<file path="src/hw/rtl/quad_lane_i2c_register_reader_unit_assert.svh">
// Assertion macros used by the top level of the register reader.
`ifndef QUAD_LANE_I2C_REGISTER_READER_UNIT_ASSERT_SVH
`define QUAD_LANE_I2C_REGISTER_READER_UNIT_ASSERT_SVH
`ifndef SYNTHESIS
`define QLRD_ASSERT(lbl, prop, msg) \
    lbl: assert property (@(posedge clk) disable iff (!rst_n) prop) else $error(msg);
`define QLRD_NEVER(lbl, expr, msg) \
    lbl: assert property (@(posedge clk) disable iff (!rst_n) !(expr)) else $error(msg);
`else
`define QLRD_ASSERT(lbl, prop, msg)
`define QLRD_NEVER(lbl, expr, msg)
`endif
`endif

</file>
<file path="src/hw/rtl/qlrd_pkg.sv">
// Types and constants of the four-lane I2C register reader.
package qlrd_pkg;

    localparam int LANES     = 4;
    localparam int IN_LINES  = 4;
    localparam int OUT_LANES = 4;
    localparam int VALUE_W   = 16;
    localparam int ADDR_W    = 7;
    localparam int BYTE_W    = 8;
    localparam int TICK_W    = 8;
    localparam int BIT_W     = 4;
    localparam int CFG_IDX_W = 2;
    localparam int S_TDATA_W = 8;
    localparam int M_TDATA_W = 72;

    localparam logic [BIT_W-1:0]  ACK_SLOT       = 4'd8;
    localparam logic [ADDR_W-1:0] ADDR_RESET     = 7'd72;
    localparam logic [BYTE_W-1:0] POINTER_RESET  = 8'd1;
    localparam logic [TICK_W-1:0] HIGH_RESET     = 8'd32;
    localparam logic [TICK_W-1:0] LOW_RESET      = 8'd8;

    typedef enum logic [4:0] {
        PH_IDLE    = 5'd0,
        PH_START_A = 5'd1,
        PH_START_B = 5'd2,
        PH_AW_LO   = 5'd3,
        PH_AW_HI   = 5'd4,
        PH_PT_LO   = 5'd5,
        PH_PT_HI   = 5'd6,
        PH_RS_A    = 5'd7,
        PH_RS_B    = 5'd8,
        PH_RS_C    = 5'd9,
        PH_AR_LO   = 5'd10,
        PH_AR_HI   = 5'd11,
        PH_R1_LO   = 5'd12,
        PH_R1_HI   = 5'd13,
        PH_R2_LO   = 5'd14,
        PH_R2_HI   = 5'd15,
        PH_STOP_A  = 5'd16,
        PH_STOP_B  = 5'd17,
        PH_STOP_C  = 5'd18
    } phase_t;

    typedef enum logic [CFG_IDX_W-1:0] {
        CFG_SLAVE_ADDR       = 2'd0,
        CFG_REGISTER_POINTER = 2'd1,
        CFG_CLOCK_HIGH_TICKS = 2'd2,
        CFG_CLOCK_LOW_TICKS  = 2'd3
    } cfg_idx_t;

    typedef struct packed {
        logic [ADDR_W-1:0] slave_addr;
        logic [BYTE_W-1:0] register_pointer;
        logic [TICK_W-1:0] clock_high_ticks;
        logic [TICK_W-1:0] clock_low_ticks;
    } cfg_t;

    typedef struct packed {
        logic                               clock_level;
        logic                               data_level;
        logic                               data_released;
        logic                               busy;
        logic                               done;
        logic [OUT_LANES-1:0][VALUE_W-1:0]  lane_value;
        logic                               toggle;
    } res_t;

endpackage

</file>
<file path="src/hw/rtl/qlrd_cfg.sv">
// Configuration register file of the register reader.
module qlrd_cfg (
    input  logic                          clk,
    input  logic                          rst_n,
    input  logic                          wr_en,
    input  logic [qlrd_pkg::CFG_IDX_W-1:0] wr_index,
    input  logic [qlrd_pkg::BYTE_W-1:0]    wr_data,
    output qlrd_pkg::cfg_t                cfg
);
    import qlrd_pkg::*;

    cfg_t cfg_reg;
    cfg_t cfg_next;

    always_comb
    begin
        cfg_next = cfg_reg;
        if (wr_en)
        begin
            case (cfg_idx_t'(wr_index))
                CFG_SLAVE_ADDR:       cfg_next.slave_addr       = wr_data[ADDR_W-1:0];
                CFG_REGISTER_POINTER: cfg_next.register_pointer = wr_data;
                CFG_CLOCK_HIGH_TICKS: cfg_next.clock_high_ticks = wr_data;
                CFG_CLOCK_LOW_TICKS:  cfg_next.clock_low_ticks  = wr_data;
                default:              cfg_next = cfg_reg;
            endcase
        end
    end

    always_ff @(posedge clk or negedge rst_n)
    begin
        if (!rst_n)
        begin
            cfg_reg.slave_addr       <= ADDR_RESET;
            cfg_reg.register_pointer <= POINTER_RESET;
            cfg_reg.clock_high_ticks <= HIGH_RESET;
            cfg_reg.clock_low_ticks  <= LOW_RESET;
        end
        else
        begin
            cfg_reg <= cfg_next;
        end
    end

    assign cfg = cfg_reg;

endmodule

</file>
<file path="src/hw/rtl/qlrd_seq.sv">
// Bus sequencer: one tick of the I2C waveform per step, with lane capture.
module qlrd_seq (
    input  logic                          clk,
    input  logic                          rst_n,
    input  logic                          step,
    input  logic                          start_request,
    input  logic [qlrd_pkg::IN_LINES-1:0] data_line_in,
    input  qlrd_pkg::cfg_t                cfg,
    output qlrd_pkg::res_t                res
);
    import qlrd_pkg::*;

    phase_t                          phase_reg,       phase_next;
    logic [BIT_W-1:0]                bit_index_reg,   bit_index_next;
    logic [TICK_W-1:0]               tick_count_reg,  tick_count_next;
    logic [BYTE_W-1:0]               send_shift_reg,  send_shift_next;
    logic [LANES-1:0][VALUE_W-1:0]   capture_reg,     capture_next;
    logic [LANES-1:0][VALUE_W-1:0]   result_reg,      result_next;
    logic                            toggle_reg,      toggle_next;

    // Values after idle entry is resolved for this tick.
    phase_t                          ph;
    logic [BIT_W-1:0]                bi;
    logic [TICK_W-1:0]               tc;
    logic [LANES-1:0][VALUE_W-1:0]   cap;

    logic                            scl;
    logic                            sda;
    logic                            rel;
    logic                            sample;
    logic                            done;
    logic                            low_seg;
    logic [TICK_W-1:0]               dur;
    logic [TICK_W:0]                 tc_inc;
    logic [LANES+IN_LINES-1:0]       lines_ext;

    assign lines_ext = {{LANES{1'b0}}, data_line_in};

    always_comb
    begin
        ph  = phase_reg;
        bi  = bit_index_reg;
        tc  = tick_count_reg;
        cap = capture_reg;
        if (phase_reg > PH_STOP_C)
        begin
            ph = PH_IDLE;
        end
        if (ph == PH_IDLE && start_request)
        begin
            ph  = PH_START_A;
            tc  = '0;
            bi  = '0;
            cap = '0;
        end
    end

    // Bus levels of the current segment.
    always_comb
    begin
        scl     = 1'b1;
        sda     = 1'b1;
        rel     = 1'b0;
        sample  = 1'b0;
        low_seg = 1'b0;
        case (ph)
            PH_IDLE: ;
            PH_START_A, PH_RS_B, PH_STOP_C: sda = 1'b1;
            PH_START_B, PH_RS_C, PH_STOP_B: sda = 1'b0;
            PH_RS_A:
            begin
                low_seg = 1'b1;
                sda     = 1'b1;
            end
            PH_STOP_A:
            begin
                low_seg = 1'b1;
                sda     = 1'b0;
            end
            PH_AW_LO, PH_AW_HI, PH_PT_LO, PH_PT_HI, PH_AR_LO, PH_AR_HI:
            begin
                low_seg = (ph == PH_AW_LO) || (ph == PH_PT_LO) || (ph == PH_AR_LO);
                if (bi < ACK_SLOT)
                begin
                    sda = send_shift_reg[BYTE_W-1];
                end
                else
                begin
                    sda = 1'b0;
                    rel = 1'b1;
                end
            end
            PH_R1_LO, PH_R1_HI, PH_R2_LO, PH_R2_HI:
            begin
                low_seg = (ph == PH_R1_LO) || (ph == PH_R2_LO);
                if (bi < ACK_SLOT)
                begin
                    sda    = 1'b0;
                    rel    = 1'b1;
                    sample = !low_seg && (tc == '0);
                end
                else
                begin
                    // The first byte is acknowledged, the second is not.
                    sda = (ph == PH_R2_LO) || (ph == PH_R2_HI);
                end
            end
            default: ;
        endcase
        scl = !low_seg;
    end

    always_comb
    begin
        phase_next      = ph;
        bit_index_next  = bi;
        tick_count_next = tc;
        send_shift_next = send_shift_reg;
        capture_next    = cap;
        result_next     = result_reg;
        toggle_next     = toggle_reg;
        done            = 1'b0;

        for (int k = 0; k < LANES; k++)
        begin
            if (sample)
            begin
                capture_next[k] = {cap[k][VALUE_W-2:0], lines_ext[k]};
            end
        end

        dur = low_seg ? cfg.clock_low_ticks : cfg.clock_high_ticks;
        if (dur == '0)
        begin
            dur = TICK_W'(1);
        end
        tc_inc = {1'b0, tc} + (TICK_W+1)'(1);

        if (ph != PH_IDLE)
        begin
            if (tc_inc >= {1'b0, dur})
            begin
                tick_count_next = '0;
                case (ph)
                    PH_START_A: phase_next = PH_START_B;
                    PH_START_B:
                    begin
                        phase_next      = PH_AW_LO;
                        bit_index_next  = '0;
                        send_shift_next = {cfg.slave_addr, 1'b0};
                    end
                    PH_RS_A: phase_next = PH_RS_B;
                    PH_RS_B: phase_next = PH_RS_C;
                    PH_RS_C:
                    begin
                        phase_next      = PH_AR_LO;
                        bit_index_next  = '0;
                        send_shift_next = {cfg.slave_addr, 1'b1};
                    end
                    PH_STOP_A: phase_next = PH_STOP_B;
                    PH_STOP_B: phase_next = PH_STOP_C;
                    PH_STOP_C:
                    begin
                        phase_next  = PH_IDLE;
                        result_next = capture_next;
                        toggle_next = !toggle_reg;
                        done        = 1'b1;
                    end
                    PH_AW_LO: phase_next = PH_AW_HI;
                    PH_PT_LO: phase_next = PH_PT_HI;
                    PH_AR_LO: phase_next = PH_AR_HI;
                    PH_R1_LO: phase_next = PH_R1_HI;
                    PH_R2_LO: phase_next = PH_R2_HI;
                    PH_AW_HI, PH_PT_HI, PH_AR_HI, PH_R1_HI, PH_R2_HI:
                    begin
                        if (bi < ACK_SLOT)
                        begin
                            bit_index_next  = bi + BIT_W'(1);
                            send_shift_next = {send_shift_reg[BYTE_W-2:0], 1'b0};
                            case (ph)
                                PH_AW_HI: phase_next = PH_AW_LO;
                                PH_PT_HI: phase_next = PH_PT_LO;
                                PH_AR_HI: phase_next = PH_AR_LO;
                                PH_R1_HI: phase_next = PH_R1_LO;
                                default:  phase_next = PH_R2_LO;
                            endcase
                        end
                        else
                        begin
                            bit_index_next = '0;
                            case (ph)
                                PH_AW_HI:
                                begin
                                    phase_next      = PH_PT_LO;
                                    send_shift_next = cfg.register_pointer;
                                end
                                PH_PT_HI: phase_next = PH_RS_A;
                                PH_AR_HI: phase_next = PH_R1_LO;
                                PH_R1_HI: phase_next = PH_R2_LO;
                                default:  phase_next = PH_STOP_A;
                            endcase
                        end
                    end
                    default: phase_next = PH_IDLE;
                endcase
            end
            else
            begin
                tick_count_next = tc_inc[TICK_W-1:0];
            end
        end
    end

    always_ff @(posedge clk or negedge rst_n)
    begin
        if (!rst_n)
        begin
            phase_reg      <= PH_IDLE;
            bit_index_reg  <= '0;
            tick_count_reg <= '0;
            send_shift_reg <= '0;
            capture_reg    <= '0;
            result_reg     <= '0;
            toggle_reg     <= 1'b0;
        end
        else if (step)
        begin
            phase_reg      <= phase_next;
            bit_index_reg  <= bit_index_next;
            tick_count_reg <= tick_count_next;
            send_shift_reg <= send_shift_next;
            capture_reg    <= capture_next;
            result_reg     <= result_next;
            toggle_reg     <= toggle_next;
        end
    end

    always_comb
    begin
        res.clock_level   = scl;
        res.data_level    = sda;
        res.data_released = rel;
        res.busy          = (ph != PH_IDLE);
        res.done          = done;
        res.toggle        = toggle_next;
        for (int k = 0; k < OUT_LANES; k++)
        begin
            res.lane_value[k] = '0;
            if (k < LANES)
            begin
                res.lane_value[k] = result_next[k];
            end
        end
    end

endmodule

</file>
<file path="src/hw/rtl/quad_lane_i2c_register_reader_unit.sv">
// Top level of the four-lane I2C register reader: stream stages around the sequencer.
//
//  Channel  Handshake             Payload
//  s_*      s_tvalid / s_tready   s_tdata: one bus tick in
//  m_*      m_tvalid / m_tready   m_tdata: bus levels and readings for that tick
//  cfg_*    cfg_valid / cfg_ready cfg_index, cfg_data: register write
//
// One tick is taken per clock cycle unless the result stalls; the sequencer step
// between the input register and the result register sets that rate.
// Reset puts the bus idle (SCL and SDA high), clears the readings and loads the
// register defaults. A stalled result holds the result register and then the input
// register; the configuration channel is always ready.
`include "quad_lane_i2c_register_reader_unit_assert.svh"

module quad_lane_i2c_register_reader_unit (
    input  logic                             clk,
    input  logic                             rst_n,
    input  logic                             s_tvalid,
    output logic                             s_tready,
    // [0] start_request, [4:1] data_line_in, [7:5] zero
    input  logic [qlrd_pkg::S_TDATA_W-1:0]   s_tdata,
    output logic                             m_tvalid,
    input  logic                             m_tready,
    // [0] clock_level, [1] data_level, [2] data_released, [3] busy_res,
    // [4] reading_done, [20:5] lane0_value, [36:21] lane1_value,
    // [52:37] lane2_value, [68:53] lane3_value, [69] reading_toggle, [71:70] zero
    output logic [qlrd_pkg::M_TDATA_W-1:0]   m_tdata,
    input  logic                             cfg_valid,
    output logic                             cfg_ready,
    input  logic [qlrd_pkg::CFG_IDX_W-1:0]   cfg_index,
    input  logic [qlrd_pkg::BYTE_W-1:0]      cfg_data
);
    import qlrd_pkg::*;

    logic                 in_valid_reg,  in_valid_next;
    logic                 in_start_reg;
    logic [IN_LINES-1:0]  in_lines_reg;
    logic                 out_valid_reg, out_valid_next;
    res_t                 out_res_reg;

    logic                 s_accept;
    logic                 step;
    cfg_t                 cfg;
    res_t                 seq_res;

    assign cfg_ready = 1'b1;
    assign step      = in_valid_reg && (!out_valid_reg || m_tready);
    assign s_tready  = !in_valid_reg || step;
    assign s_accept  = s_tvalid && s_tready;

    qlrd_cfg u_cfg (
        .clk      (clk),
        .rst_n    (rst_n),
        .wr_en    (cfg_valid && cfg_ready),
        .wr_index (cfg_index),
        .wr_data  (cfg_data),
        .cfg      (cfg)
    );

    qlrd_seq u_seq (
        .clk           (clk),
        .rst_n         (rst_n),
        .step          (step),
        .start_request (in_start_reg),
        .data_line_in  (in_lines_reg),
        .cfg           (cfg),
        .res           (seq_res)
    );

    always_comb
    begin
        in_valid_next = in_valid_reg;
        if (s_accept)
        begin
            in_valid_next = 1'b1;
        end
        else if (step)
        begin
            in_valid_next = 1'b0;
        end

        out_valid_next = out_valid_reg;
        if (step)
        begin
            out_valid_next = 1'b1;
        end
        else if (m_tready)
        begin
            out_valid_next = 1'b0;
        end
    end

    always_ff @(posedge clk or negedge rst_n)
    begin
        if (!rst_n)
        begin
            in_valid_reg  <= 1'b0;
            out_valid_reg <= 1'b0;
        end
        else
        begin
            in_valid_reg  <= in_valid_next;
            out_valid_reg <= out_valid_next;
        end
    end

    always_ff @(posedge clk)
    begin
        if (s_accept)
        begin
            in_start_reg <= s_tdata[0];
            in_lines_reg <= s_tdata[IN_LINES:1];
        end
        if (step)
        begin
            out_res_reg <= seq_res;
        end
    end

    assign m_tvalid = out_valid_reg;
    assign m_tdata  = {2'b00,
                       out_res_reg.toggle,
                       out_res_reg.lane_value[3],
                       out_res_reg.lane_value[2],
                       out_res_reg.lane_value[1],
                       out_res_reg.lane_value[0],
                       out_res_reg.done,
                       out_res_reg.busy,
                       out_res_reg.data_released,
                       out_res_reg.data_level,
                       out_res_reg.clock_level};

    // A transaction ends on a tick that still counts as busy.
    `QLRD_ASSERT(a_done_busy, (m_tvalid && out_res_reg.done) |-> out_res_reg.busy, "done without busy")
    // A released data line is never reported as driven high.
    `QLRD_NEVER(a_rel_low, m_tvalid && out_res_reg.data_released && out_res_reg.data_level, "released SDA driven high")
    // The input side only stalls while an item waits in the input register.
    `QLRD_ASSERT(a_stall_full, !s_tready |-> in_valid_reg, "input stalled while empty")

endmodule

</file>
<file path="config.mk">
export PLATFORM = sky130hd
export DESIGN_NAME = quad_lane_i2c_register_reader_unit
export DESIGN_NICKNAME = d
export VERILOG_FILES = /design/src/hw/rtl/qlrd_pkg.sv /design/src/hw/rtl/qlrd_cfg.sv /design/src/hw/rtl/qlrd_seq.sv /design/src/hw/rtl/quad_lane_i2c_register_reader_unit.sv
export VERILOG_INCLUDE_DIRS = /design/src /design/src/hw/rtl
export SDC_FILE = /design/constraint.sdc
export NUM_CORES = 1
export LEC_CHECK = 0
export ABC_AREA = 1
export BUFFER_PORTS_ARGS = -buffer_cell sky130_fd_sc_hd__buf_2
export CAP_MARGIN = 20
export CORE_MARGIN = 4
export CORE_UTILIZATION = 55
export DETAILED_ROUTE_END_ITERATION = 8
export MAX_ROUTING_LAYER = met4
export PLACE_DENSITY_LB_ADDON = 0.1
export SLEW_MARGIN = 20
export SYNTH_ARGS = -nofsm -noshare
export SYNTH_HDL_FRONTEND = slang
export SYNTH_SLANG_ARGS = --single-unit
</file>
<file path="constraint.sdc">
create_clock -name clk -period 7.3 [get_ports clk]
set_input_delay 1.46 -clock clk [delete_from_list [all_inputs] [get_ports clk]]
set_output_delay 1.46 -clock clk [all_outputs]
set_load 0.02 [all_outputs]
</file>
Word-level counts from Yosys, hierarchy flattened

Index checks and enable logic that the tools add are counted.

Logic and storage cells: 139
Register bits: 262
Input bits: 23
Output and inout bits: 75

Reductions and logical operators: 35
Magnitude comparators: 3
$add $sub $neg: 2
Equal/unequal tests: 22
Muxes and demuxes: 46

Operator list:

| operator                                                        | count |
|---|---|
| 64-bit two-way mux                                              | 4 |
| 5-bit one-hot mux with 13 select lines                          | 1 |
| 16-bit two-way mux                                              | 4 |
| 8-bit two-way mux                                               | 7 |
| 5-bit by 4-bit == test with 1-bit output, second input constant | 8 |
| 5-bit two-way mux                                               | 5 |
| 8-bit one-hot mux with 3 select lines                           | 1 |
| 5-bit by 3-bit == test with 1-bit output, second input constant | 4 |
| 5-bit one-hot mux with 4 select lines                           | 1 |
| 8-bit logical NOT                                               | 2 |
| 4-bit two-way mux                                               | 4 |
| 4-bit one-hot mux with 4 select lines                           | 1 |
| 5-bit == test, second input constant                            | 3 |
| 1-bit two-way mux                                               | 14 |
| 5-bit by 2-bit == test with 1-bit output, second input constant | 2 |
| 2-bit AND reduction                                             | 5 |
| 8-bit by 1-bit adder with 9-bit output, second input constant   | 1 |
| 9-bit by 8-bit greater-or-equal comparator with 1-bit output    | 1 |
| 4-bit one-hot mux with 2 select lines                           | 1 |
| 4-bit OR reduction                                              | 2 |
| 1-bit logical OR                                                | 6 |
| 1-bit one-hot mux with 3 select lines                           | 2 |
| 6-bit OR reduction                                              | 1 |
| 5-bit by 1-bit == test with 1-bit output, second input constant | 1 |
| other kinds (17)                                                | 27 |

Longest topological paths before layout

Gate-level depths: netlist of run 1.

Depth after elaboration: 15
Mapped depth: 30
Depth with buffers taken out: 26

By module

From an unflattened synthesis of run 1, not the netlist that was laid out.

Cells, all modules: 1704
Area total of the unflattened synthesis: 13624.3 µm²

By module, submodules not included:

| module                             | cells each | times used | seq. area each (µm²) | area each (µm²) |
|---|---|---|---|---|
| qlrd_seq                           | 1473       | 1          | 3853.7               | 9889.5 |
| quad_lane_i2c_register_reader_unit | 92         | 1          | 2302.2               | 2377.3 |
| qlrd_cfg                           | 139        | 1          | 782.0                | 1357.6 |

Worst setup path before layout of run 1

OpenSTA, ideal clock, no wires.

Path kind: input-to-reg
Start point: input port m_tready
End point: register out_res_reg, in the netlist m_tdata[0], enable pin
Setup slack: 2709 ps
Cell stages on the path: 6
Required time: 6838 ps
Data arrival time: 4129 ps
Cell sequence: inv_1 nand2_1 nand2_1 inv_1 clkbuf_1 clkbuf_1

Cells in the longest elaborated chain, start to end: 2

RTL lines:

| item                 | line                                      | source |
|---|---|---|
| start, declared      | quad_lane_i2c_register_reader_unit.sv:23  | `input logic m_tready,` |
| 1-bit logical OR     | quad_lane_i2c_register_reader_unit.sv:47  | `assign step = in_valid_reg && (!out_valid_reg \|\| m_tready);` |
| 1-bit logical AND    | quad_lane_i2c_register_reader_unit.sv:47  |  |
| end signal, assigned | quad_lane_i2c_register_reader_unit.sv:116 | `out_res_reg <= seq_res;` |
| end, declared        | quad_lane_i2c_register_reader_unit.sv:39  | `res_t out_res_reg;` |

Every way passes these cells.
A chain may end at the register's enable or synchronous reset.

==> results of run 1 <==
## final cells by class
| cell class | instances | area share |
|---|---|---|
| multi-input combinational | 1106 | 0.3527 |
| tap | 319 | 0.02680 |
| clock buffer | 43 | 0.05764 |
| sequential | 262 | 0.4659 |
| clock inverter | 11 | 0.005461 |
| timing repair buffer | 105 | 0.03907 |
| inverter | 206 | 0.05243 |
## routing by layer
layer  global-route usage  up-vias  wire (um)
li1                     -     5506          -
met1               0.3139     5268      13480
met2               0.3739      268      14230
met3              0.02535       42       1486
met4              0.05109        0        502
met5                    -        -          0
## stage by stage
step	hold slack (ps)	cell area [um2]
6_report	478.5	14890
5_1_grt	493.9	14890
4_1_cts	480.0	14890
3_5_place_dp	464.9	13950
3_3_place_gp	460.4	13950
2_1_floorplan	444.4	13390
## path summary, 6_finish.rpt
kind	from	end	depth (start not counted)
max in group asynchronous	rst_n	u_seq.result_reg[52]	2
setup / recovery	u_seq.phase_reg[1]	m_tdata[24]	22
setup reg to reg	u_seq.phase_reg[1]	m_tdata[24]	22
min in group asynchronous	rst_n	u_seq.result_reg[13]	1
hold reg to reg	u_seq.result_reg[0]	u_seq.result_reg[0]	2
hold / removal	u_seq.result_reg[0]	u_seq.result_reg[0]	2
## power by group through the flow
stage	registers [mW]	clock network, mW	logic [mW]
after floorplan	2.38	0	1.68
after global placement	2.29	0	2.23
after detailed placement	2.31	0	2.28
after CTS	2.29	1.45	2.30
after global routing	2.35	1.52	2.63
final	2.29	1.42	2.29
## logic make-up (layout without fill, tap and decap cells)
kind of cell             count (synthesis)  after routing  share of synthesized area
AO/OA/AOI/OAI                          161            161                    0.06936
XOR/XNOR                                 4              4                   0.002618
adder cells (fa/ha/maj)                 11             11                    0.01028
buffers and inverters                  303            365                    0.09282
flip-flops                             262            262                     0.5183
multiplexers                             1              1                  0.0007478
other                                    2              3                  0.0005611
AND/OR/NAND/NOR                        926            926                     0.3053
## cell usage after synthesis, types with 2 or more instances
master	count
and2_1	64
xor2_1	2
dfrtp_1	182
ha_1	11
buf_2	24
nand4_1	78
nor2_1	175
nand3b_1	3
dfstp_2	5
nand3_1	159
a31oi_1	66
o21ai_1	9
nand2_2	5
o21ai_0	52
buf_1	8
xnor2_1	2
buf_4	20
nand2_1	434
nor3_1	3
o21bai_1	2
clkbuf_1	45
a21oi_1	19
nor2_2	2
a22oi_1	4
edfxtp_1	75
inv_1	205
o31ai_1	6
conb_1	2
o211ai_1	2
## worst register-to-register path, cell delays in order (launching register included)
cell,delay [ps]
dfrtp_1,490
nand2_2,110
nand2_1,130
nand2_2,90
nand2_1,210
nand2_1,130
nor2_4,390
buf_4,360
nor2_1,160
nand3_1,130
xor2_1,250
ha_1,290
nand2_1,110
o21bai_1,120
nand2_1,70
o21ai_0,150
nand2_1,60
a21oi_1,370
nand2_2,330
nand2_2,660
buf_12,300
nand2_1,120
and2_1,170
==> results.txt, run 1 <==
Gate Count Post-Synth -> 1670
Switching Power -> 2.350 mW
# diodes -> 0
DRT Pass-1 Iters -> 6
Rows -> 56
WL final -> 29700 um
Crit path required time -> 7580 ps
Fillers -> 2105
Hold Fails Final Rpt -> 0
TritonCTS Buffers -> 29
Initial core utilization -> 0.5652
GRT Total Usage -> 0.2291
#FFs+latches synth -> 262
Outcome -> complete, no violations
Pre-CTS WS -> 1911 ps
Mean Syn Cell Area -> 8.015 um2
Lkg Pwr -> 7.560 nW
H-tree depth -> 1
VDD IR max -> 0.0002956 V
Synthesis-to-layout area growth -> 11.25%
Most frequent cells in the layout -> 432 x nand2_1, 204 x inv_1, 182 x dfrtp_1
Comb pwr share -> 0.382
Area leader, netlist -> dfrtp_1
Cts repair resizes -> 0
Unrepaired setup endpoints after global routing -> no
Commonest non-fill, non-tap cell in the layout -> nand2_1
Inst Count DP -> 1998
Die H -> 164.0 um
Setup Fix Bufs, Post-CTS -> 0
Power per cell area -> 403.0 nW/um2
Drt drc -> 0
CP Cell Sequence -> nand2_2, nand2_1, nand2_2, nand2_1, nand2_1, nor2_4, buf_4, nor2_1, nand3_1, xor2_1, ha_1, nand2_1, o21bai_1, nand2_1, o21ai_0, nand2_1, a21oi_1, nand2_2, nand2_2, buf_12, nand2_1, and2_1
Netlist cell types -> 35
Type of destination of the critical path -> flip-flop
Crit start category -> flip-flop
Vias/cell -> 5.402
Fin. max-slew vios -> 0
Layout cells sized above 1 -> 0.1004
Crit path DAT -> 5720 ps
Period utilization -> 0.7450
Final Setup Violations -> 0
Hold Buf Count CTS -> 0
WL/cell -> 14.47 um
Cell mode on critical path -> nand2_1
Fin cells -> 2052
CP max stage cell -> nand2_2
DP HPWL -> 17720 um
Prevailing post-synth register cell -> dfrtp_1
Largest net degree at the start of global routing -> 171
Switching Share -> 0.3915
Sequential area share after synthesis -> 0.5183
GR Overflow Total -> 0
Multi-input logic area -> 5253 um2
Worst-path clk slew -> 60 ps
FF-to-FF setup slack -> 1860 ps
Tot Pwr -> 6.001 mW
# port buffers -> 91
Detail Route Antenna Nets -> 0
Final core occ -> 0.6288
Largest register FFs -> 70
Max incr delay on CP -> 660 ps
Setup Skew -> 16.58 ps
Vias -> 11.08k
Vias in the first global route -> 10.45k
DIE AREA -> 26900 um2
Storage cell area -> 6938 um2
Crit-path max FO -> 36
Worst slew pin tran -> 1009 ps
HP Class -> reg -> reg
Clk root buf -> clkbuf_16
Synth top area cells -> dfrtp_1 34%, edfxtp_1 17%, nand2_1 12%
Core Area -> 23680 um2
Crit path time final -> 5438 ps
Setup TNS -> 0 ps
Register share of total power -> 0.382
Top Ports -> 98
Critical path buffers and inverters -> 2
F_max -> 0.1839 GHz
Yosys warning count -> 0
MaxCap Viol Count -> 0
Post-Syn Area -> 13390 um2
Post-synth EDFFs -> 75
Nets@finish -> 1744
Ys async rst share -> 0.7137
Starting DRT DRC Count -> 957
Clock Sink Count -> 262
Clock power frac -> 0.236
Final WS setup -> 1862 ps
Longest Clk Path Bufs -> 3
First-pass GRT wire length -> 49980 um
Synth top area share -> 0.3403
Final GP Congestion -> 0.8674
WS Path Type -> reg -> reg
Power Internal -> 3.651 mW
Worst skew pair latency -> 540 ps
Max-slew headroom at the worst pin -> 0.3276
Critical path's top delay family -> simple AND/OR/NAND/NOR gates
Initial antenna violation count -> 0
CTS tree -> yes
Die W -> 164.0 um
No activity file was read; power rests on OpenSTA's default activity.
==> inputs of run 2 (changes only) <==
==> constraint.sdc (replaced) <==
create_clock -name clk -period 4.5 [get_ports clk]
set_input_delay 0.9 -clock clk [delete_from_list [all_inputs] [get_ports clk]]
set_output_delay 0.9 -clock clk [all_outputs]
set_load 0.02 [all_outputs]
==> run 2 against run 1 <==
Net effect: routed wire length increased by 0.52%; via count decreased by 0.23%; sequential share of layout area decreased by 0.43 points; maximum frequency increased by 33%; sequential power increased by 62%; flip-flop and latch count unchanged; clock skew decreased by 8.9 ps; die area unchanged; combinational power increased by 69%; first-iteration DRC count increased by 16%; highest routed layer unchanged.
==> results.txt, run 2 (synthesis results as in run 1) <==
Outcome -> complete, no violations
Max-slew headroom at the worst pin -> 0.3224 (-0.005180)
Crit start category -> flip-flop
Setup Fix Bufs, Post-CTS -> 0 (unchanged)
Longest Clk Path Bufs -> 3 (unchanged)
F_max -> 0.2446 GHz (+33%)
CTS tree -> yes
Crit-path max FO -> 31 (-14%)
Layout cells sized above 1 -> 0.1085 (+0.008092)
Final Setup Violations -> 0 (unchanged)
Core Area -> 23680 um2 (unchanged)
Nets@finish -> 1754 (+0.57%)
Initial antenna violation count -> 0 (unchanged)
Power per cell area -> 654.3 nW/um2 (+62%)
DRT Pass-1 Iters -> 5 (-1)
Die W -> 164.0 um (unchanged)
Worst skew pair latency -> 530 ps (about the same)
FF-to-FF setup slack -> 410 ps (-1450 ps)
Setup TNS -> 0 ps (unchanged)
Unrepaired setup endpoints after global routing -> no
WL final -> 29860 um (+0.52%)
Inst Count DP -> 2009 (+0.55%)
Vias/cell -> 5.366 (-0.66%)
Worst slew pin tran -> 1016 ps (+7.769 ps)
Crit path DAT -> 4370 ps (-1350 ps)
Final GP Congestion -> 0.8431 (-2.8%)
First-pass GRT wire length -> 50520 um (+1.1%)
Fin cells -> 2061 (+0.44%)
VDD IR max -> 0.0005093 V (+72%)
DP HPWL -> 17990 um (+1.5%)
Register share of total power -> 0.377 (-0.005)
H-tree depth -> 1 (unchanged)
Starting DRT DRC Count -> 1111 (+16%)
Drt drc -> 0 (unchanged)
# port buffers -> 91 (unchanged)
Period utilization -> 0.9087 (+0.1637)
HP Class -> in -> async
Final core occ -> 0.6346 (+0.005811)
Clock Sink Count -> 262 (unchanged)
Type of destination of the critical path -> flip-flop
# diodes -> 0 (unchanged)
Worst-path clk slew -> 60 ps (about the same)
Largest register FFs -> 70 (unchanged)
TritonCTS Buffers -> 28 (-3.4%)
Hold Fails Final Rpt -> 0 (unchanged)
Clock power frac -> 0.230 (-0.006)
Initial core utilization -> 0.5652 (unchanged)
Die H -> 164.0 um (unchanged)
DIE AREA -> 26900 um2 (unchanged)
Vias -> 11.06k (-0.23%)
Vias in the first global route -> 10.52k (+0.59%)
Synthesis-to-layout area growth -> 12.28%
Hold Buf Count CTS -> 0 (unchanged)
GR Overflow Total -> 0 (unchanged)
Launch point of the worst reg-to-reg path -> u_seq.phase_reg[2]
Switching Share -> 0.3915 (about the same)
Clk root buf -> clkbuf_16
Fin. max-slew vios -> 0 (unchanged)
MaxCap Viol Count -> 0 (unchanged)
Detail Route Antenna Nets -> 0 (unchanged)
Switching Power -> 3.849 mW (+64%)
Crit path time final -> 4089 ps (-1349 ps)
Critical R2R Capture -> m_tdata[13]
Fillers -> 2081 (-1.1%)
Top Ports -> 98 (unchanged)
Power Internal -> 5.984 mW (+64%)
R2R depth -> 22 (unchanged)
WS Path Type -> reg -> reg
Rows -> 56 (unchanged)
Lkg Pwr -> 7.619 nW (+0.78%)
Cts repair resizes -> 0 (unchanged)
Commonest non-fill, non-tap cell in the layout -> nand2_1
WL/cell -> 14.49 um (about the same)
CP startpoint -> u_seq.phase_reg[2]
Comb pwr share -> 0.392 (+0.010)
Setup Skew -> 7.685 ps (-8.891 ps)
Most frequent cells in the layout -> 431 x nand2_1, 204 x inv_1, 182 x dfrtp_1
Crit path required time -> 4780 ps (-2800 ps)
Largest net degree at the start of global routing -> 130 (-24%)
GRT Total Usage -> 0.2317 (+0.002604)
## run 2: critical path: stages, from the launching register on
cell and delay [ps]:
dfrtp_1 420, nor2_4 190, nand2_1 120, nand2_2 110, nand2_1 180, nand2_1 160
nor2_4 60, nor2_2 180, ha_1 240, nand3_1 120, xor2_1 250, ha_1 290
nand2_1 100, o21bai_1 130, nand2_1 70, o21ai_0 190, nand2_1 90, a21oi_2 200
nand2_2 90, nand2_2 110, buf_12 210, nand2_1 100, and2_1 180
## run 2: cell type report
class,instances,area [um2],area share
Inverter,206,780.7,0.05195
Clock inverter,10,78.83,0.005245
Clock buffer,42,834.6,0.05553
Tap cell,319,399.1,0.02656
Timing Repair Buffer,116,730.7,0.04862
Multi-Input combinational cell,1106,5268,0.3505
Sequential cell,262,6938,0.4616
## run 2: power groups by stage
| stage | sequential, mW | clock [mW] | combinational [mW] |
|---|---|---|---|
| after global routing | 3.80 | 2.43 | 4.43 |
| after CTS | 3.71 | 2.32 | 3.84 |
| final | 3.71 | 2.26 | 3.86 |
| after global placement | 3.71 | 0 | 3.72 |
| after detailed placement | 3.74 | 0 | 3.81 |
| after floorplan | 3.86 | 0 | 2.72 |
## run 2: worst max path at each step
stage | end | slack (ps) | cells after the start
after floorplan | m_tdata[0] | 470 | 6
after CTS | m_tdata[53] | 230 | 22
after global placement | m_tdata[53] | 350 | 22
after detailed placement | m_tdata[53] | 290 | 22
final | m_tdata[13] | 410 | 22
after global routing | m_tdata[13] | 30 | 22
## run 2: per-layer routing
| metal | vias to the layer above | wire length (um) | GRT usage |
|---|---|---|---|
| met5 | - | 0 | - |
| met4 | 0 | 452 | 0.04804 |
| met3 | 35 | 1601 | 0.02936 |
| met2 | 280 | 14100 | 0.3756 |
| met1 | 5209 | 13700 | 0.3187 |
| li1 | 5535 | - | - |
## run 2: through the flow
stage | hold slack [ps] | setup slack (ps) | power (mW) | area [um2]
final | 430.6 | 410.9 | 9.833 | 15030
after global placement | 460.6 | 353.6 | 7.432 | 14100
after CTS | 459.0 | 229.2 | 9.871 | 15010
after detailed placement | 465.0 | 285.6 | 7.556 | 14100
after floorplan | 444.4 | 469.0 | 6.582 | 13390
after global routing | 485.7 | 27.52 | 10.66 | 15030
==> inputs of run 3 (changes only) <==
--- a/config.mk
+++ b/config.mk
@@ -6,7 +6,6 @@
 export SDC_FILE = /design/constraint.sdc
 export NUM_CORES = 1
 export LEC_CHECK = 0
-export ABC_AREA = 1
 export BUFFER_PORTS_ARGS = -buffer_cell sky130_fd_sc_hd__buf_2
 export CAP_MARGIN = 20
 export CORE_MARGIN = 4
==> constraint.sdc (replaced) <==
create_clock -name clk -period 4.1 [get_ports clk]
set_input_delay 0.82 -clock clk [delete_from_list [all_inputs] [get_ports clk]]
set_output_delay 0.82 -clock clk [all_outputs]
set_load 0.02 [all_outputs]
==> run 3 against run 2 <==
Net effect: count of clock-buffer cells in the layout fell by 7; first-iteration DRC count fell by 54%; die area fell by 9.4%; non-clock buffer count rose by 20; critical path type unchanged; critical endpoint is now m_tdata[40].
==> results.txt, run 3 <==
Outcome -> complete, no violations
Prevailing post-synth register cell -> dfrtp_1
GRT Total Usage -> 0.2072 (-0.02455)
Mean Syn Cell Area -> 12.03 um2 (+50%)
R2R depth -> 15 (-32%)
Post-Syn Area -> 12070 um2 (-9.9%)
WS Path Type -> reg -> reg
Fin. max-slew vios -> 0 (unchanged)
DR WL met2 -> 11080 um (-21%)
GR Overflow Total -> 0 (unchanged)
Vias -> 8025 (-27%)
Hold_ws -> 322.6 ps (-108.0 ps)
Nets@finish -> 1128 (-36%)
Crit start category -> flip-flop
Tot Pwr -> 6.484 mW (-34%)
Largest register FFs -> 70 (unchanged)
DP HPWL -> 15240 um (-15%)
Drt drc -> 0 (unchanged)
Hold Fails Final Rpt -> 0 (unchanged)
Most instantiated cells after synthesis -> 182 x dfrtp_1, 157 x mux2_2, 96 x nand2_1
Inst Count DP -> 1340 (-33%)
DIE AREA -> 24370 um2 (-9.4%)
Worst-path clk slew -> 60 ps (about the same)
Yosys warning count -> 0 (unchanged)
Sequential area share after synthesis -> 0.5750 (+0.05665)
Die W -> 156.1 um (-4.8%)
TritonCTS Buffers -> 27 (-3.6%)
DRT Pass-1 Iters -> 5 (unchanged)
Final WS setup -> 251.6 ps (-159.4 ps)
Pre-CTS WS -> 191.6 ps (-93.97 ps)
Initial antenna violation count -> 0 (unchanged)
Cell mode on critical path -> ha_1
Max incr delay on CP -> 410 ps (about the same)
Starting DRT DRC Count -> 508 (-54%)
VDD IR max -> 0.0004513 V (-11%)
Launch point of the worst reg-to-reg path -> u_seq.phase_reg[1]
Longest Clk Path Bufs -> 3 (unchanged)
FF-to-FF setup slack -> 250 ps (-160 ps)
F_max -> 0.2598 GHz (+6.3%)
WL/cell -> 17.32 um (+20%)
Core Area -> 21290 um2 (-10%)
Synthesis-to-layout area growth -> 16.18%
Setup Skew -> 10.94 ps (+3.258 ps)
Clock Sink Count -> 262 (unchanged)
Top Ports -> 98 (unchanged)
Die H -> 156.1 um (-4.8%)
Top-count cell post-synth -> dfrtp_1
Power per cell area -> 462.5 nW/um2 (-29%)
Critical R2R Capture -> m_tdata[40]
# diodes -> 0 (unchanged)
CP max stage cell -> dfrtp_1
HP Class -> in -> async
Period utilization -> 0.9386 (+0.02996)
Final GP Congestion -> 0.8623 (+2.3%)
# port buffers -> 91 (unchanged)
Worst slew pin tran -> 998.6 ps (-17.87 ps)
Largest net degree at the start of global routing -> 107 (-18%)
Crit path required time -> 4380 ps (-400 ps)
Initial core utilization -> 0.5669 (+0.001666)
Setup TNS -> 0 ps (unchanged)
Vias/cell -> 5.773 (+7.6%)
H-tree depth -> 1 (unchanged)
Met1 WL -> 11460 um (-16%)
Ys async rst share -> 0.7137 (unchanged)
Gate Count Post-Synth -> 1003 (-40%)
Crit path DAT -> 4130 ps (-240 ps)
Worst skew pair latency -> 540 ps (about the same)
Final Setup Violations -> 0 (unchanged)
Detail Route Antenna Nets -> 0 (unchanged)
Setup Fix Bufs, Post-CTS -> 0 (unchanged)
CP Cell Sequence -> a211o_1, a32oi_4, nand2_1, inv_1, ha_1, nand3_1, xor2_1, nor2_1, ha_1, and4_1, nor2b_2, o221ai_4, a21oi_4, buf_12, mux2_2
Clk root buf -> clkbuf_16
Max-slew headroom at the worst pin -> 0.3340 (+0.01163)
Area leader, netlist -> dfrtp_1
Synth top area share -> 0.3774 (+0.03719)
Commonest non-fill, non-tap cell in the layout -> dfrtp_1
Most frequent cells in the layout -> 182 x dfrtp_1, 157 x mux2_2, 95 x nand2_1
Rows -> 53 (-5.4%)
Crit-path max FO -> 31 (unchanged)
Netlist cell types -> 63 (+80%)
Top Metal Used -> met4
Synth top area cells -> dfrtp_1 38%, edfxtp_1 19%, mux2_2 15%
#FFs+latches synth -> 262 (unchanged)
Post-synth EDFFs -> 75 (unchanged)
CTS tree -> yes
MaxCap Viol Count -> 0 (unchanged)
Lkg Pwr -> 6.202 nW (-19%)
Met3 wire len -> 1195 um (-25%)
Layout cells sized above 1 -> 0.3202 (+0.2117)
Hold Buf Count CTS -> 0 (unchanged)
First-pass GRT wire length -> 40340 um (-20%)
Type of destination of the critical path -> flip-flop
Fin cells -> 1390 (-33%)
Cts repair resizes -> 0 (unchanged)
Vias in the first global route -> 7681 (-27%)
WL final -> 24070 um (-19%)
Crit path time final -> 3848 ps (-240.6 ps)
## run 3: changes by cell type in the layout (fill, tap and decap cells not counted), moves of 9 or more
cell / change
a31oi_1: -53
nor2_1: -136
nand3_1: -86
mux2_2: +157
nand4_1: -77
nand2_1: -336
buf_4: +18
o21ai_0: +28
o21ai_1: -9
a22o_1: +75
inv_1: -192
and2_1: -60
## run 3: worst max path at each step
| stage | from | end | cells after the start |
|---|---|---|---|
| floorplan | u_seq.phase_reg[2] | m_tdata[10] | 18 |
| global placement | u_seq.phase_reg[3] | u_seq.result_reg[61] | 15 |
| detailed placement | u_seq.phase_reg[1] | u_seq.result_reg[63] | 15 |
| CTS | u_seq.phase_reg[1] | u_seq.result_reg[38] | 15 |
| global route | u_seq.phase_reg[1] | u_seq.send_shift_reg[7] | 15 |
| finish | u_seq.phase_reg[1] | m_tdata[40] | 15 |
## run 3: metrics by stage
stage            util  cell area (um2)
6_report       0.6586            14020
5_1_grt        0.6586            14020
4_1_cts        0.6573            13990
3_5_place_dp   0.6139            13070
3_3_place_gp   0.6139            13070
2_1_floorplan       -            12100
## run 3: worst max-delay path, delay by kind of cell (launching register included)
family          cells  cell delay, ps
mux                 1             360
compound gates      4            1080
xor+xnor            1             140
buf+inv             2             330
fa+ha+maj           2             540
simple gates        5             710
flops               1             410
## run 3: layer usage
metal / vias up / global-route usage
li1: 3890 / -
met1: 3934 / 0.3051
met3: 33 / 0.02857
met5: - / -
met2: 168 / 0.3127
met4: 0 / 0.04256
## run 3: cell type report
type | count | area [um2]
tap | 275 | 344.1
inverter | 13 | 50.05
clock buffer | 35 | 767.0
multi-input combinational | 654 | 4848
clock inverter | 15 | 156.4
fill | 1627 | 7268
sequential | 262 | 6938
timing repair buffer | 136 | 914.6
## run 3: cells by family (layout without fill, tap and decap cells)
group	after synthesis	in the layout	synth area share
AOI/OAI and AO/OA	220	220	0.1274
xor gates and xnor gates	10	10	0.007258
adders and majority gates	11	11	0.01141
buffers and inverters	88	199	0.03183
DFF	262	262	0.5750
muxes	166	166	0.1542
other	2	3	0.0006224
and+or+nand+nor	244	244	0.09229
## run 3: report_power, final
part           total [mW]  switching (mW)  internal [mW]
combinational       0.973           0.564          0.409
clock                2.51            1.00           1.51
sequential           3.00           0.118           2.88
